<file path="src/c2r_pkg.sv">
// ----------------------------------------------------------------------------
// c2r_pkg
// Shared widths and types for the Cayley vector to rotation matrix unit.
// ----------------------------------------------------------------------------
package c2r_pkg;

  localparam int C_W   = 16;  // Cayley component width
  localparam int R_W   = 32;  // matrix entry width
  localparam int M_W   = 35;  // exact unscaled entry, signed
  localparam int S_W   = 32;  // 1 + |c|^2, unsigned
  localparam int REM_W = 34;  // divider partial remainder
  localparam int NLANE = 9;   // matrix entries

  typedef logic signed [C_W-1:0]   comp_t;
  typedef logic signed [R_W-1:0]   entry_t;
  typedef logic        [REM_W-1:0] rem_t;
  typedef logic        [S_W-1:0]   den_t;

endpackage

</file>
<file path="src/c2r_div_step.sv">
// ----------------------------------------------------------------------------
// c2r_div_step
// One restoring division step: shift (not in the first step), compare with divisor, subtract if not below.
// ----------------------------------------------------------------------------
module c2r_div_step #(
  parameter bit FIRST = 1'b0
) (
  input  c2r_pkg::rem_t rem_i,
  input  c2r_pkg::den_t den_i,
  output c2r_pkg::rem_t rem_o,
  output logic          bit_o
);

  c2r_pkg::rem_t shifted;
  c2r_pkg::rem_t den_w;

  assign den_w   = c2r_pkg::rem_t'(den_i);
  assign shifted = FIRST ? rem_i : {rem_i[c2r_pkg::REM_W-2:0], 1'b0};
  assign bit_o   = (shifted >= den_w);
  assign rem_o   = bit_o ? (shifted - den_w) : shifted;

endmodule

</file>
<file path="config.mk">
export PLATFORM = sky130hd
export DESIGN_NAME = c2r_div_step
export DESIGN_NICKNAME = d
export VERILOG_FILES = /design/src/c2r_pkg.sv /design/src/c2r_div_step.sv
export SDC_FILE = /design/constraint.sdc
export NUM_CORES = 1
export LEC_CHECK = 0
export ABC_CLOCK_PERIOD_IN_PS = 6500
export BUFFER_PORTS_ARGS = -buffer_cell sky130_fd_sc_hd__buf_2
export CORE_MARGIN = 2
export CORE_UTILIZATION = 55
export DETAILED_ROUTE_END_ITERATION = 8
export GPL_TIMING_DRIVEN = 0
export PLACE_DENSITY = 0.91
export SYNTH_ARGS = -nofsm -noshare
export SYNTH_HDL_FRONTEND = slang
export SYNTH_SLANG_ARGS = --single-unit
</file>
<file path="constraint.sdc">
create_clock -name vclk -period 6.5
set_input_delay 0.65 -clock vclk [all_inputs]
set_output_delay 0.65 -clock vclk [all_outputs]
set_load 0.02 [all_outputs]
</file>
==> results of run 1 <==
[path summary, 6_finish.rpt]
| kind | end | slack (ns) | cells after the start |
|---|---|---|---|
| max | rem_o[5] | 2.54 | 13 |
| min | rem_o[33] | 1.62 | 3 |
[kinds of logic (layout without fill, tap and decap cells)]
group | Yosys count | in the layout | synth area share, %
muxes | 4 | 4 | 1.94
xor gates and xnor gates | 28 | 28 | 10.5
and+or+nand+nor | 110 | 110 | 22.1
adders and majority gates | 33 | 33 | 18.1
buffers and inverters | 49 | 149 | 9.14
AOI/OAI and AO/OA | 134 | 134 | 38.2
[power breakdown]
part	leakage, nW	internal (W)	switching (W)
clock network	0	0	0
logic	1.51	0.000144	0.000215
registers	0	0	0
total	1.51	0.000144	0.000215
[per-layer routing]
layer	up-vias	global-route usage, %	part of all wire (%)
met1	1275	32.6	44
met5	-	0	0
met2	111	47.9	49
met3	6	2.49	6.6
met4	0	3.49	0.55
li1	1483	-	-
[worst max-delay path, stage by stage]
cell,delay (ns)
buf_2,0.10
ha_1,0.39
a22oi_2,0.22
o211ai_1,0.12
a211o_1,0.31
o31ai_4,0.35
o211ai_4,0.15
a21oi_4,0.30
buf_6,0.20
buf_6,0.15
nand2_1,0.06
o31ai_1,0.07
buf_2,0.22
[final cells by class]
| cell class | instances | area [um^2] |
|---|---|---|
| fillers | 349 | 1140 |
| well taps | 50 | 62.6 |
| multi-input cells | 309 | 2110 |
| inverters | 37 | 139 |
| repair buffers | 100 | 500 |
| plain buffers | 12 | 73.8 |
[synthesized netlist by cell type, types with 3 or more instances]
cell | number | area (um^2)
nor2b_1 | 5 | 31.3
a21oi_1 | 28 | 140
inv_1 | 36 | 135
nand3_1 | 5 | 25.0
o21ai_1 | 7 | 35.0
o21ai_0 | 40 | 200
clkbuf_1 | 4 | 15.0
or3_1 | 3 | 18.8
xor2_1 | 14 | 123
o21a_1 | 3 | 22.5
and3_1 | 8 | 50.1
nand2_1 | 53 | 199
xnor2_1 | 14 | 123
a21o_1 | 16 | 120
buf_2 | 3 | 15.0
ha_1 | 32 | 400
a211oi_1 | 5 | 37.5
o211ai_1 | 4 | 30.0
nand2b_1 | 5 | 31.3
buf_6 | 3 | 33.8
nor2_1 | 16 | 60.1
nor3_1 | 5 | 25.0
mux2_1 | 3 | 33.8
a2111oi_0 | 3 | 26.3
[through the flow]
| stage | area, um^2 | setup WS (ns) | cells |
|---|---|---|---|
| finish | 2890 | 2.54 | 508 |
| global route | 2890 | 2.39 | 508 |
| CTS | 2890 | 2.55 | 508 |
| detailed placement | 2890 | 2.55 | 508 |
| global placement | 2890 | 2.58 | 508 |
| floorplan | 2330 | 2.84 | 358 |
[cells in the final DEF, fill, tap and decap left out, drive strengths merged, types with 4 or more instances in the layout]
master,instances
and3,8
xor2,14
nor2,16
o211ai,5
xnor2,14
nor2b,5
a21o,16
ha,32
mux2,4
clkbuf,6
buf,106
o21ai,47
inv,37
a21oi,30
nand2b,5
a211oi,5
nor3,7
nand3,5
nand2,53
==> flow_metrics.env, run 1 <==
export IMPL_vertical_extent_of_the_die_um=69.0
export IMPL_unrepaired_setup_endpoints_after_global_routing="no"
export IMPL_timing_worst_slew_pin_value_ns=0.576
export IMPL_yosys_warnings=0
export IMPL_drt_drc_violations_left=0
export IMPL_syn_num_nets=457
export IMPL_average_wire_per_cell_in_the_routed_design_um=12.8
export IMPL_grtUsageTotal_pct=25.8
export IMPL_ctsResizeCount=0
export IMPL_boundaryPins=101
export IMPL_route_detailed_vias_per_inst=5.66
export IMPL_end_kind="output pin"
export IMPL_place_port_buffers=100
export IMPL_layout_area_overhead_vs_synth_pct=24.2
export IMPL_setup_viols_final=0
export IMPL_postRouteAntennaNets=0
export IMPL_finalSetupTns_ns=0
export IMPL_post_synth_num_cell_types=56
export IMPL_min_delay_path_class="input port to output pin"
export IMPL_leakagePower_nw=1.51
export IMPL_design_seq_count=0
export IMPL_ratio_of_cells_with_drive_above_1_in_the_final_layout_pct=26.2
export IMPL_finalWeightedCongestion=0.985
export IMPL_first_global_vias=2640
export IMPL_core_area_um2=4030
export IMPL_antenna_found_initial=0
export IMPL_max_cap_viol_count=0
export IMPL_timing_max_transition_violations_final=0
export IMPL_max_clock_freq_mhz=253
export IMPL_start_kind="input port"
export IMPL_layout_area_seq_um2=0
export IMPL_min_from="rem_i[32]"
export IMPL_initial_utilization_pct=57.7
export IMPL_synth_sequential_area_ratio_pct=0
export IMPL_die_w_um=69.0
export IMPL_dieArea_um2=4770
export IMPL_critPathArrivalTime_ns=3.31
export IMPL_overflow_left_after_global_routing=0
export IMPL_cts_hold_repair_buffers=0
export IMPL_1st_iter_drt_viols=166
export IMPL_synth_cells=358
export IMPL_final_clkbuf_count=0
export IMPL_synth_avg_cell_area_um2=6.50
export IMPL_relSlewSlack_pct=60.6
export IMPL_final_net_count=559
export IMPL_run_status="complete, no violations"
export IMPL_crit_path_start="rem_i[8]"
export IMPL_antennaDiodeCount=0
export IMPL_p_total_w=0.000359
export IMPL_cts_setup_buffers=0
export IMPL_firstDrtPassIters=5
export IMPL_place_detailed_hpwl_um=5570
export IMPL_fin_util_pct=71.7
export IMPL_worst_hold_slack_ns=1.62
export IMPL_placementRows=23
export IMPL_report_final_hold_viol_count=0
export IMPL_final_min_period_over_clock_period_pct=60.9
export IMPL_timing_critical_path_required_ns=5.85
export IMPL_grt_start_max_net_pins=11
export IMPL_grt_first_pass_wirelength_um=11000
export IMPL_timing_setup_critical_path_class="input port to output pin"
export IMPL_cp_max_fo=10
export IMPL_post_route_min_period_ns=3.96
export IMPL_vdd_ir_drop_worst_mv=0.0663
export IMPL_detailroute_via_count=2875
export IMPL_power_per_cell_area_nw_per_um2=124
export IMPL_post_synth_instance_area_um2=2330
export IMPL_totalWireLength_um=6500
Note: power is estimated with default switching activity, not from simulation.
==> run 2, diff against run 1 <==
--- a/config.mk
+++ b/config.mk
@@ -5,13 +5,14 @@
 export SDC_FILE = /design/constraint.sdc
 export NUM_CORES = 1
 export LEC_CHECK = 0
-export ABC_CLOCK_PERIOD_IN_PS = 6500
+export ABC_AREA = 1
+export ABC_CLOCK_PERIOD_IN_PS = 3700
 export BUFFER_PORTS_ARGS = -buffer_cell sky130_fd_sc_hd__buf_2
 export CORE_MARGIN = 2
 export CORE_UTILIZATION = 55
 export DETAILED_ROUTE_END_ITERATION = 8
 export GPL_TIMING_DRIVEN = 0
-export PLACE_DENSITY = 0.91
+export PLACE_DENSITY = 0.85
 export SYNTH_ARGS = -nofsm -noshare
 export SYNTH_HDL_FRONTEND = slang
 export SYNTH_SLANG_ARGS = --single-unit
==> constraint.sdc (replaced) <==
create_clock -name vclk -period 3.7
set_input_delay 0.37 -clock vclk [all_inputs]
set_output_delay 0.37 -clock vclk [all_outputs]
set_load 0.02 [all_outputs]
==> flow_metrics.env, run 2 <==
export IMPL_finalWeightedCongestion=1.00
export IMPL_met1_length_um=4820
export IMPL_final_clkbuf_count=0
export IMPL_min_from="rem_i[18]"
export IMPL_end_kind="output pin"
export IMPL_post_synth_instance_area_um2=3260
export IMPL_grtUsageTotal_pct=33.2
export IMPL_first_global_vias=3857
export IMPL_report_final_hold_viol_count=0
export IMPL_grt_first_pass_wirelength_um=17200
export IMPL_met3RoutedLength_um=837
export IMPL_average_wire_per_cell_in_the_routed_design_um=12.8
export IMPL_place_port_buffers=100
export IMPL_max_clock_freq_mhz=363
export IMPL_synth_cells=675
export IMPL_cp_max_fo=5
export IMPL_synth_most_common_cell="nand2_1"
export IMPL_detailedPlace_worstSlack_ns=0.971
export IMPL_route_detailed_vias_per_inst=5.13
export IMPL_detailroute_via_count=4361
export IMPL_antenna_found_initial=0
export IMPL_synth_top_cells_by_area="nand2_1 35%, inv_1 15%, ha_1 12%, nor2_1 6.4%, nand3_1 4.6%"
export IMPL_ratio_of_cells_with_drive_above_1_in_the_final_layout_pct=19.4
export IMPL_design_seq_count=0
export IMPL_cts_setup_buffers=0
export IMPL_layout_common_cells="300 x nand2_1, 133 x inv_1, 100 x buf_2"
export IMPL_1st_iter_drt_viols=231
export IMPL_timing_max_transition_violations_final=0
export IMPL_critPathArrivalTime_ns=2.39
export IMPL_timing_worst_slew_pin_value_ns=0.525
export IMPL_grt_start_max_net_pins=11
export IMPL_power_per_cell_area_nw_per_um2=194
export IMPL_top_layer="met4"
export IMPL_unrepaired_setup_endpoints_after_global_routing="no"
export IMPL_yosys_warnings=0
export IMPL_synth_sequential_area_ratio_pct=0
export IMPL_route_met2_wl_um=5060
export IMPL_overflow_left_after_global_routing=0
export IMPL_totalWireLength_um=10900
export IMPL_start_kind="input port"
export IMPL_cell_internal_power_w=0.000258
export IMPL_finalSetupTns_ns=0
export IMPL_syn_num_nets=774
export IMPL_final_min_period_over_clock_period_pct=74.5
export IMPL_mostFrequentLayoutCell="nand2_1"
export IMPL_min_delay_path_class="input port to output pin"
export IMPL_dieArea_um2=6560
export IMPL_net_switching_power_w=0.000489
export IMPL_setup_viols_final=0
export IMPL_place_detailed_hpwl_um=9600
export IMPL_fin_util_pct=66.3
export IMPL_post_synth_num_cell_types=30
export IMPL_run_status="complete, no violations"
export IMPL_post_route_min_period_ns=2.76
export IMPL_vertical_extent_of_the_die_um=81.0
export IMPL_drt_drc_violations_left=0
export IMPL_yosys_area_top_type_share_pct=34.5
export IMPL_crit_path_start="rem_i[0]"
export IMPL_relSlewSlack_pct=64.6
export IMPL_power_share_sequential_pct=0
export IMPL_top_cell_type_by_total_area_after_synthesis="nand2_1"
export IMPL_antennaDiodeCount=0
export IMPL_vdd_ir_drop_worst_mv=0.138
export IMPL_final_net_count=876
export IMPL_placementRows=28
export IMPL_comb_power_share_pct=100.0
export IMPL_timing_critical_path_required_ns=3.33
export IMPL_initial_utilization_pct=56.1
export IMPL_swShare_pct=65.5
export IMPL_boundaryPins=101
export IMPL_timing_setup_critical_path_class="input port to output pin"
export IMPL_synth_avg_cell_area_um2=4.83
export IMPL_layout_area_overhead_vs_synth_pct=18.2
export IMPL_post_route_worst_setup_slack_ns=0.942
export IMPL_max_cap_viol_count=0
export IMPL_p_total_w=0.000748
export IMPL_leakagePower_nw=2.57
export IMPL_firstDrtPassIters=5
export IMPL_layout_area_seq_um2=0
export IMPL_cts_hold_repair_buffers=0
export IMPL_core_area_um2=5820
export IMPL_die_w_um=81.0
export IMPL_postRouteAntennaNets=0
export IMPL_ctsResizeCount=0
export IMPL_clkPwrFrac_pct=0
export IMPL_post_synth_most_frequent_cells="300 x nand2_1, 133 x inv_1, 56 x nor2_1"
-- run 2: cells by family (layout without fill, tap and decap cells) --
family,Yosys count,count (layout),share of synthesized area (%)
compound gates,35,35,6.21
xor+xnor,16,16,4.30
fa+ha+maj,33,33,12.9
buf+inv,150,250,18.6
simple gates,441,441,58.0
-- run 2: cell type report --
type / count / area (um^2)
fillers: 662 / 1960
multi-input cells: 525 / 2650
inverters: 144 / 541
well taps: 75 / 93.8
plain buffers: 6 / 67.6
repair buffers: 100 / 500
-- run 2: critical path, stage by stage --
cell and delay (ns):
buf_2 0.09, inv_1 0.06, fa_1 0.46, inv_1 0.13, nand3_1 0.08, nand3_1 0.20, nand2_1 0.08, nand2_1 0.11
nand2_1 0.06, nand2_1 0.23, nand2_1 0.12, nand3b_1 0.12, nand3_2 0.07, nand2_1 0.05, buf_2 0.16
-- run 2: final timing paths --
check | to | slack [ns] | depth (start not counted)
worst min-delay path | rem_o[19] | 1.07 | 4
worst max-delay path | rem_o[22] | 0.94 | 15
-- run 2: metal layers --
layer / vias to the layer above / track usage [%]
met3: 13 / 2.56
met4: 0 / 5.93
met5: - / 0
met2: 160 / 58.6
met1: 1949 / 44.3
li1: 2239 / -
-- run 2: metrics by stage --
stage / cells / instance area (um^2) / hold slack [ns]
after floorplan: 675 / 3260 / 0.883
after global placement: 850 / 3860 / 1.06
after detailed placement: 850 / 3860 / 1.07
after CTS: 850 / 3860 / 1.07
after global routing: 850 / 3860 / 1.08
final: 850 / 3860 / 1.07
-- run 2: power groups by stage --
stage | clock network [W] | logic (W) | registers [W]
after floorplan | 0 | 0.000516 | 0
after global placement | 0 | 0.000723 | 0
after detailed placement | 0 | 0.000738 | 0
after CTS | 0 | 0.000740 | 0
after global routing | 0 | 0.000828 | 0
final | 0 | 0.000748 | 0
